### src/sv/fbpa_ram.sv
// generic single write port, single read port ram with registered read data
// no dependencies

module fbpa_ram #(
   parameter int WIDTH = 8,
   parameter int DEPTH = 256
) (
   input  logic                     clock,
   input  logic                     wr_en,
   input  logic [$clog2(DEPTH)-1:0] wr_addr,
   input  logic [WIDTH-1:0]         wr_data,
   input  logic                     rd_en,
   input  logic [$clog2(DEPTH)-1:0] rd_addr,
   output logic [WIDTH-1:0]         rd_data
);

   logic [WIDTH-1:0] mem_ff [DEPTH];
   logic [WIDTH-1:0] rd_data_ff;

   always_ff @(posedge clock) begin
      if (wr_en) begin
         mem_ff[wr_addr] <= wr_data;
      end
      if (rd_en) begin
         rd_data_ff <= mem_ff[rd_addr];
      end
   end

   assign rd_data = rd_data_ff;

endmodule

### config.mk
export PLATFORM = sky130hd
export DESIGN_NAME = fbpa_ram
export DESIGN_NICKNAME = d
export VERILOG_FILES = /design/src/sv/fbpa_ram.sv
export SDC_FILE = /design/constraint.sdc
export NUM_CORES = 2
export LEC_CHECK = 0
export BUFFER_PORTS_ARGS = -buffer_cell sky130_fd_sc_hd__clkbuf_2
export CAP_MARGIN = 10
export CORE_MARGIN = 5
export CORE_UTILIZATION = 41
export CTS_CLUSTER_SIZE = 25
export DETAILED_ROUTE_END_ITERATION = 8
export GPL_TIMING_DRIVEN = 0
export HOLD_SLACK_MARGIN = 0.06
export MAX_ROUTING_LAYER = met4
export SLEW_MARGIN = 5
export SYNTH_ARGS = -nofsm -noshare
export SYNTH_HDL_FRONTEND = slang
export SYNTH_SLANG_ARGS = --single-unit
### constraint.sdc
create_clock -name clock -period 5.5 [get_ports clock]
set_input_delay 0.55 -clock clock [delete_from_list [all_inputs] [get_ports clock]]
set_output_delay 0.55 -clock clock [all_outputs]
set_load 0.01 [all_outputs]
==> impl_metrics.tcl <==
set metrics [dict create \
    synth.distinct_cells 54 \
    synthArstFlopShare_pct 0 \
    pre_cts_ws_ns 0.1163 \
    antenna_found_initial 20 \
    wl_per_cell_um 36.22 \
    grt.total_usage_pct 24.25 \
    cap_violations 1 \
    clk_pin_slew_worst_paths_ns 0.06 \
    slew_headroom_pct 1.436 \
    worst_path_largest_cell_delay_ns 1.18 \
    syn_nets 3760 \
    drc_errors 0 \
    power_per_cell_area_nw_per_um2 362.2 \
    layout_commonest_cell "edfxtp_1" \
    cts-resized-gates 0 \
    reg2reg_slack_ns 1.69 \
    dr.pass1.iters 5 \
    htree_levels 4 \
    endpoint_kind "flip-flop" \
    first_global_vias 40220 \
    routabilityCongestion 0.9537 \
    start_util_pct 41.31 \
    ctsLongestPathBuffers 3 \
    setup_violations 0 \
    nNetsFinal 4024 \
    cts_buffers 203 \
    drt_iter0_drc 6324 \
    reg2reg_to "rd_data[5]$_DFFE_PP_" \
    critPathMaxFanout 14 \
    min-delay-start "wr_data[1]" \
    crit_required_ns 6.01 \
    power_leakage_uw 0.02758 \
    hold_viol 0 \
    utilization_pct 46.74 \
    hold_class "input pin to flip-flop" \
    ys.flop_type "edfxtp_1" \
    hold_end "mem_ff[210][1]$_DFFE_PP_" \
    cts_tree "yes" \
    max_freq_mhz 210.3 \
    grt_pass1_wl_um 329900 \
    drt_wl_total_um 242800 \
    yosysTopAreaCellShare_pct 77.53 \
    met1_usage_pct 31.88 \
    finalMaxSlewViolations 0 \
    syn_area_um2 79640 \
    vias 41200 \
    io-pin-count 35 \
    ctsHoldBuffers 0 \
    rr_worst_depth 6 \
    use_met2_pct 35.71 \
    fp.dieW_um 450.7 \
    setup_tns_ns 0 \
    hold_depth 1 \
    worstPathCellList "clkbuf_2 > buf_4 > clkbuf_1 > nor2_1 > clkbuf_1 > a221oi_1 > o32ai_1 > nor3_1 > nor4_2" \
    final_cell_mix "2056 x edfxtp_1, 454 x mux4_2, 282 x nor2_1" \
    fillers 15780 \
    violations "max-capacitance violations" \
    vdd_drop_max_v 0.0003097 \
    synth-seq-area-share_pct 77.53 \
    avgSynthCellArea_um2 21.33 \
    min_period_ns 4.754 \
    synth_edf_count 2056 \
    setup_ws_ns 0.7458 \
    port_buffers 27 \
    reg2reg_from "mem_ff[211][5]$_DFFE_PP_" \
    die_height_um 450.7 \
    core_um2 192800 \
    grt_max_degree 145 \
    status "finished, violations left" \
    worst_pin_slew_ns 1.475 \
    cp-start-kind "input pin" \
    overflow 0 \
    synthTopCellsByArea "edfxtp_1 78%, mux4_2 13%, mux2i_1 1.7%" \
    yosys_warnings 0 \
    period_share_pct 86.44 \
    cts_setup_buffers 0 \
    synthCells 3733 \
    clkLatencyLatePin_ns 0.85 \
    fp.dieArea_um2 203100 \
    ys_ff_latch 2056 \
    layout-drive-gt1-share_pct 22.03 \
    grt.busiest_layer "met2" \
    cts.sinks 2056 \
    yosys.area.top_type "edfxtp_1" \
    syn2layout_area_growth_pct 13.15 \
    viasPerCell 6.146 \
    crit_path_top_delay_cell "a221oi_1" \
    grt_use_met3_pct 6.985 \
    crit_arrival_ns 5.26 \
    finClkSkew_ns 0.04228 \
    crit_path_frequent_cell "clkbuf_1" \
    rows 161 \
    rsz0062_at_grt "false" \
    ant_nets 0 \
    cts_root_buffer "clkbuf_16" \
    hpwlAfterDp_um 162800 \
    worst-setup-path-type "input pin to flip-flop" \
]
per-stage QoR:
step                total power, µW  hold WS [ns]  area (µm²)  instances
floorplan                     18470        0.6489       79640       3733
global placement              19480        0.9795       82930       6286
detailed placement            19460        0.9758       83660       6312
CTS                           32710        0.1507       90030       6683
global route                  33430        0.1435       90100       6700
finish                        32640        0.1832       90110       6704
metal layers:
metal	wire (µm)	part of all wire, %
met1	92560	38
met2	111000	46
met3	27670	11
met4	11590	4.8
met5	0	0
sequential cells by signal (all words and copies together) (netlist names):
signal and flops:
mem_ff 2048, rd_data 8
cell usage after synthesis (5+ instances only):
| cell | number |
|---|---|
| nor3_1 | 22 |
| a221oi_1 | 13 |
| clkbuf_1 | 111 |
| nand2b_1 | 8 |
| a21oi_1 | 96 |
| a211oi_1 | 16 |
| mux2i_1 | 134 |
| nor4_1 | 24 |
| nor2b_1 | 31 |
| nand3_1 | 34 |
| o22ai_1 | 28 |
| a22o_1 | 8 |
| buf_2 | 31 |
| a22oi_1 | 133 |
| buf_8 | 13 |
| nand4_1 | 10 |
| o22a_1 | 5 |
| buf_4 | 27 |
| o21ai_0 | 10 |
| o221ai_1 | 46 |
| and2_1 | 6 |
| nand2_1 | 33 |
| mux4_2 | 454 |
| o211ai_1 | 10 |
| edfxtp_1 | 2056 |
| buf_1 | 22 |
| buf_12 | 8 |
| nor2_1 | 282 |
| buf_6 | 21 |
cell families (layout without fill, tap and decap cells):
logic type             Yosys count  in the layout  share of synthesized area (%)
DFF                           2056           2056                          77.53
muxes                          591            591                          14.60
and+or+nand+nor                466            466                          2.625
AOI/OAI and AO/OA              385            385                          3.416
buffers and inverters          235            665                          1.829
other                            0             15                              0
critical path: cells and delay by family:
kind,cells,cell delay [ns]
buffers and inverters,4,1.68
AO/OA/AOI/OAI,2,1.63
AND/OR/NAND/NOR,3,1.33
how the worst max path moves through the flow:
stage | start | endpoint | cells after the start
6_report | rd_addr[4] | rd_data[5]$_DFFE_PP_ | 9
5_1_grt | rd_addr[4] | rd_data[3]$_DFFE_PP_ | 9
4_1_cts | rd_addr[3] | rd_data[3]$_DFFE_PP_ | 7
3_5_place_dp | rd_addr[3] | rd_data[3]$_DFFE_PP_ | 7
3_3_place_gp | rd_addr[3] | rd_data[3]$_DFFE_PP_ | 7
2_1_floorplan | rd_addr[0] | rd_data[2]$_DFFE_PP_ | 9
layout make-up:
class | count | area (µm²) | share of cell area, %
multi-input cells | 1442 | 16460 | 18.27
plain buffers | 233 | 1478 | 1.640
diodes | 15 | 37.54 | 0.04166
flip-flops and latches | 2056 | 61740 | 68.52
repair buffers | 59 | 858.3 | 0.9526
inverters | 2 | 7.507 | 0.008331
clock buffers | 257 | 5283 | 5.863
clock inverters | 114 | 1081 | 1.200
well taps | 2526 | 3161 | 3.508
power breakdown:
part | switching, µW | internal [µW] | leakage [µW]
Sequential | 15.6 | 17300 | 0.0185
Combinational | 1290 | 567 | 0.00601
Clock | 6040 | 7440 | 0.00309
Total | 7350 | 25300 | 0.0276
Power figures use the tool's default switching activity.
