===== src/sv/fbpa_pkg.sv =====
// shared constants, codes and types of the fixed block pool allocator
// no dependencies; every other file but fbpa_ram uses it

package fbpa_pkg;

   localparam int MAX_BLOCKS = 1024;
   localparam int IDX_W      = $clog2(MAX_BLOCKS);
   localparam int ADDR_W     = 32;
   localparam int SIZE_W     = 17;
   localparam int COUNT_W    = 11;
   localparam int CSR_IDX_W  = 2;
   localparam int PROD_W     = IDX_W + SIZE_W;

   localparam logic [ADDR_W-1:0]  POOL_BASE_RST   = 32'd4096;
   localparam logic [SIZE_W-1:0]  BLOCK_SIZE_RST  = 17'd8;
   localparam logic [COUNT_W-1:0] BLOCK_COUNT_RST = 11'd1024;
   localparam logic [SIZE_W-1:0]  LINK_WORD_BYTES = 17'd8;

   localparam logic [CSR_IDX_W-1:0] CSR_POOL_BASE   = 2'd0;
   localparam logic [CSR_IDX_W-1:0] CSR_BLOCK_SIZE  = 2'd1;
   localparam logic [CSR_IDX_W-1:0] CSR_BLOCK_COUNT = 2'd2;

   typedef enum logic {
      REQ_ALLOC = 1'b0,
      REQ_FREE  = 1'b1
   } req_kind_type;

   typedef enum logic [1:0] {
      ST_OK    = 2'd0,
      ST_EMPTY = 2'd1,
      ST_NULL  = 2'd2,
      ST_BAD   = 2'd3
   } status_type;

   typedef enum logic [1:0] {
      S_CLEAR,
      S_IDLE,
      S_DIV,
      S_DONE
   } state_type;

   typedef struct packed {
      logic              done;
      logic [ADDR_W-1:0] quotient;
      logic [SIZE_W-1:0] remainder;
   } div_status_type;

endpackage


===== src/sv/fbpa_div.sv =====
// serial restoring divider, one quotient bit per cycle, for the block index
// depends on fbpa_pkg for widths and the status struct

module fbpa_div (
   input  logic                            clock,
   input  logic                            reset,
   input  logic                            start,
   input  logic [fbpa_pkg::ADDR_W-1:0]     dividend,
   input  logic [fbpa_pkg::SIZE_W-1:0]     divisor,
   output fbpa_pkg::div_status_type        div_st
);
   import fbpa_pkg::*;

   localparam int STEP_W = $clog2(ADDR_W);

   logic [SIZE_W-1:0] rem_ff, rem_in;
   logic [ADDR_W-1:0] quo_ff, quo_in;
   logic [STEP_W-1:0] step_ff, step_in;
   logic              busy_ff, busy_in;
   logic              done_ff, done_in;
   logic [SIZE_W:0]   shifted;
   logic [SIZE_W:0]   diff;
   logic              fits;

   always_comb begin
      shifted = {rem_ff, quo_ff[ADDR_W-1]};
      fits    = shifted >= {1'b0, divisor};
      diff    = shifted - {1'b0, divisor};
      rem_in  = rem_ff;
      quo_in  = quo_ff;
      step_in = step_ff;
      busy_in = busy_ff;
      done_in = done_ff;
      if (start) begin
         rem_in  = '0;
         quo_in  = dividend;
         step_in = '0;
         busy_in = 1'b1;
         done_in = 1'b0;
      end else if (busy_ff) begin
         rem_in  = fits ? diff[SIZE_W-1:0] : shifted[SIZE_W-1:0];
         quo_in  = {quo_ff[ADDR_W-2:0], fits};
         step_in = step_ff + 1'b1;
         if (step_ff == STEP_W'(ADDR_W - 1)) begin
            busy_in = 1'b0;
            done_in = 1'b1;
         end
      end
   end

   always_ff @(posedge clock) begin
      if (reset) begin
         busy_ff <= 1'b0;
         done_ff <= 1'b0;
         step_ff <= '0;
      end else begin
         busy_ff <= busy_in;
         done_ff <= done_in;
         step_ff <= step_in;
      end
      rem_ff <= rem_in;
      quo_ff <= quo_in;
   end

   assign div_st.done      = done_ff;
   assign div_st.quotient  = quo_ff;
   assign div_st.remainder = rem_ff;

endmodule


===== config.mk =====
export PLATFORM = sky130hd
export DESIGN_NAME = fbpa_div
export DESIGN_NICKNAME = d
export VERILOG_FILES = /design/src/sv/fbpa_pkg.sv /design/src/sv/fbpa_div.sv
export SDC_FILE = /design/constraint.sdc
export NUM_CORES = 1
export LEC_CHECK = 0
export BUFFER_PORTS_ARGS = -buffer_cell sky130_fd_sc_hd__buf_2
export CAP_MARGIN = 0
export CORE_ASPECT_RATIO = 0.75
export CORE_MARGIN = 1.5
export CORE_UTILIZATION = 47
export DETAILED_ROUTE_END_ITERATION = 10
export PLACE_DENSITY = 0.73
export SYNTH_ARGS = -nofsm -noshare
export SYNTH_HDL_FRONTEND = slang
export SYNTH_SLANG_ARGS = --single-unit

===== constraint.sdc =====
create_clock -name clock -period 2.75 [get_ports clock]
set_clock_uncertainty 0.1 [all_clocks]
set_input_delay 0.275 -clock clock [delete_from_list [all_inputs] [get_ports clock]]
set_output_delay 0.275 -clock clock [all_outputs]
set_load 0.02 [all_outputs]

==> impl_metrics.toml <==
[synthesis]
synth_top_area_share_pct = 28.9
syn-cell-area_sq_um = 3320
synth_cell_types = 49
ys.flop_type = "edfxtp_1"
syn-num-nets = 388
synth_seq_cells = 56
synth_edf_count = 32
syn_avg_cell_area_sq_um = 10.5
ys_seq_area_share_pct = 43.4
async_reset_ff_share_pct = 0
netlist_top_cells_area = "edfxtp_1 (29%), dfxtp_1 (14%), mux2_2 (11%)"
yosysTopAreaCell = "edfxtp_1"
synth_cells = 316
ys_warn_count = 0

[global_route]
antenna_found_initial = 0
groute.usage.overall_pct = 19.5
grt_pass1_vias = 2368
grt_max_degree = 31
grt_pass1_wl_microns = 11400
grt-ovfl-total = 0

[routing]
drtAntennaViolNets = 0
routedWlPerCell_microns = 15.2
drt-initial-drc-count = 76
drcViolationCount = 0
drt-total-wl_microns = 7690
num_vias = 2679
vias_per_cell = 5.30
drtPass1Iterations = 4

[sta]
min_period_over_period_pct = 94.4
fmax_mhz = 385
rsz0062_at_grt = "no"
tightest_slew_ns = 0.680
slew_headroom_pct = 54.5
setup_viol = 0
min_period_ns = 2.60
slew_viol_final = 0
fin_tns_setup_ns = 0
hold_viol = 0

[critical_path]
crit_start = "quo_ff[31]"
slowest_delay_ns = 0.42
slowest_stage = "edfxtp_1"
path_max_fanout = 6
crit_top_cell = "inv_1"
end_kind = "flop"
crit_arrival_ns = 2.56
r2r_start = "quo_ff[31]"
cp_data_required_time_ns = 2.71
start_kind = "flop"
crit_type = "reg2reg"
path_cells = "inv_1 > ha_1 > inv_1 > fa_2 > a21oi_2 > o211ai_2 > nand2_1 > o21ai_2 > a211o_4 > mux2_2"

[cts]
cts_buffer_depth = 2
hold_buffers = 0
insertion_delay_ns = 0.30
path_clk_slew_ns = 0.10
htreeDepth = 2
cts_tree = "built"
clock_sinks = 56
cts-buffers-inserted = 5
root_buffer = "clkbuf_8"

[pwr]
power_density_nw_per_um2 = 462
leakagePower_nw = 1.80
peakVddDrop_mv = 0.328

[floorplan]
dieArea_sq_um = 7590
rows = 26
core_area_sq_um = 6830
initial_core_util_pct = 48.7
dieHeight_microns = 75.8
fp.dieW_microns = 100
io-pin-count = 102

[run]
drv_cap = 0

[final_layout]
antenna_cells = 0
layout-drive-gt1-share_pct = 39.7
final_cell_area_sq_um = 4020
syn2layout_area_growth_pct = 21.0
nets = 492

[placement]
hpwl_microns = 5800
placed_cell_area_sq_um = 3900
gp_congestion = 0.859
io_buffers = 101

[worst_hold_path]
hold_path.class = "in2reg"
min_from = "reset"

[run_status]
status = "completed"
-- final cells by class --
type | count | area, sq um
clock inverter | 3 | 22.5
clock buffer | 5 | 68.8
sequential | 56 | 1440
fill | 622 | 2810
inverter | 23 | 86.3
multi-input combinational | 227 | 1750
tap | 84 | 105
timing repair buffer | 107 | 551
-- kinds of logic after synthesis --
kind of cell	after synthesis	synth area share, %
buf+inv	35	4.89
compound gates	70	14.3
fa+ha+maj	20	7.75
simple gates	73	10.4
flops	56	43.4
mux	46	15.1
xor+xnor	16	4.22
-- Yosys cell counts (3+ instances only) --
| library cell | count |
|---|---|
| ha_1 | 19 |
| nand2b_1 | 5 |
| nor2_1 | 20 |
| xnor2_1 | 9 |
| nand2_1 | 27 |
| inv_1 | 23 |
| a211oi_1 | 6 |
| dfxtp_1 | 24 |
| clkbuf_1 | 6 |
| nor2b_1 | 6 |
| edfxtp_1 | 32 |
| o21bai_1 | 3 |
| nand4_1 | 4 |
| o21ai_0 | 20 |
| a21oi_1 | 16 |
| mux2_2 | 32 |
| a211o_1 | 3 |
| o21ai_2 | 3 |
| xor2_1 | 7 |
| mux2i_1 | 14 |
-- stage by stage --
stage | hold WS (ns) | setup WS, ns | cells | utilization [%] | total power [mW]
after floorplan | 0.247 | 0.00431 | 316 | - | 1.28
after global placement | 0.346 | 0.0762 | 494 | 57.1 | 1.41
after detailed placement | 0.347 | 0.0117 | 494 | 57.1 | 1.42
after CTS | 0.0167 | 0.0528 | 503 | 58.6 | 1.87
after global routing | 0.0286 | 0.0267 | 505 | 58.9 | 1.95
final | 0.0273 | 0.154 | 505 | 58.9 | 1.86
-- state kept, by name (all words and copies together), names as in the netlist --
name,cells
busy_ff,1
done_ff,1
quo_ff,32
rem_ff,17
step_ff,5
-- repair_timing --
item	in CTS	in global routing
gates cloned	1	1
resized for setup	0	1
pin swaps	1	2
setup buffers	0	1
endpoints found under the setup margin	1	8
-- worst paths after layout --
kind         slack [ns]         to  depth (start not counted)
min reg2reg        0.39    done_ff                          2
min                0.03    busy_ff                          2
max reg2reg        0.15  quo_ff[0]                         10
max                0.15  quo_ff[0]                         10
-- cell usage in the layout, fill, tap and decap left out, types with 2 or more instances in the layout --
master and count:
a211o_2 2, a21o_1 2, nor2b_1 6, clkbuf_8 5, mux2_2 32, a211oi_1 6
mux2i_1 14, nand4_1 4, o2bb2a_2 2, xnor2_1 9, a211o_1 3, edfxtp_1 32
buf_4 6, dfxtp_1 24, o21ai_0 20, nand2_1 27, o21ai_2 3, a21oi_2 3
nor2_1 20, buf_2 101, o21bai_1 3, xor2_1 7, and3_1 2, o211ai_1 2
nand2b_1 5, inv_1 23, a21oi_1 15, ha_1 19, nand3_1 2
-- report_power, final --
part	internal, mW	switching [mW]
combinational	0.174	0.235
sequential	0.957	0.0344
clock	0.183	0.273
total	1.31	0.542
-- per-layer routing --
| metal | up-vias | track usage, % | routed length, microns | part of all wire [%] |
|---|---|---|---|---|
| met5 | - | 0 | 0 | 0 |
| met4 | 0 | 4.07 | 29 | 0.38 |
| met3 | 2 | 3.67 | 353 | 4.6 |
| met2 | 68 | 30.5 | 3410 | 44 |
| met1 | 1254 | 28.5 | 3900 | 51 |
| li1 | 1355 | - | - | - |
-- worst max-delay path, delay by kind of cell, from the launching register on --
kind,cells,cell delay (ns)
compound gates,4,0.80
fa+ha+maj,2,0.51
flops,1,0.42
mux,1,0.28
buf+inv,2,0.14
simple gates,1,0.09
No activity file was read; power rests on OpenSTA's default activity.
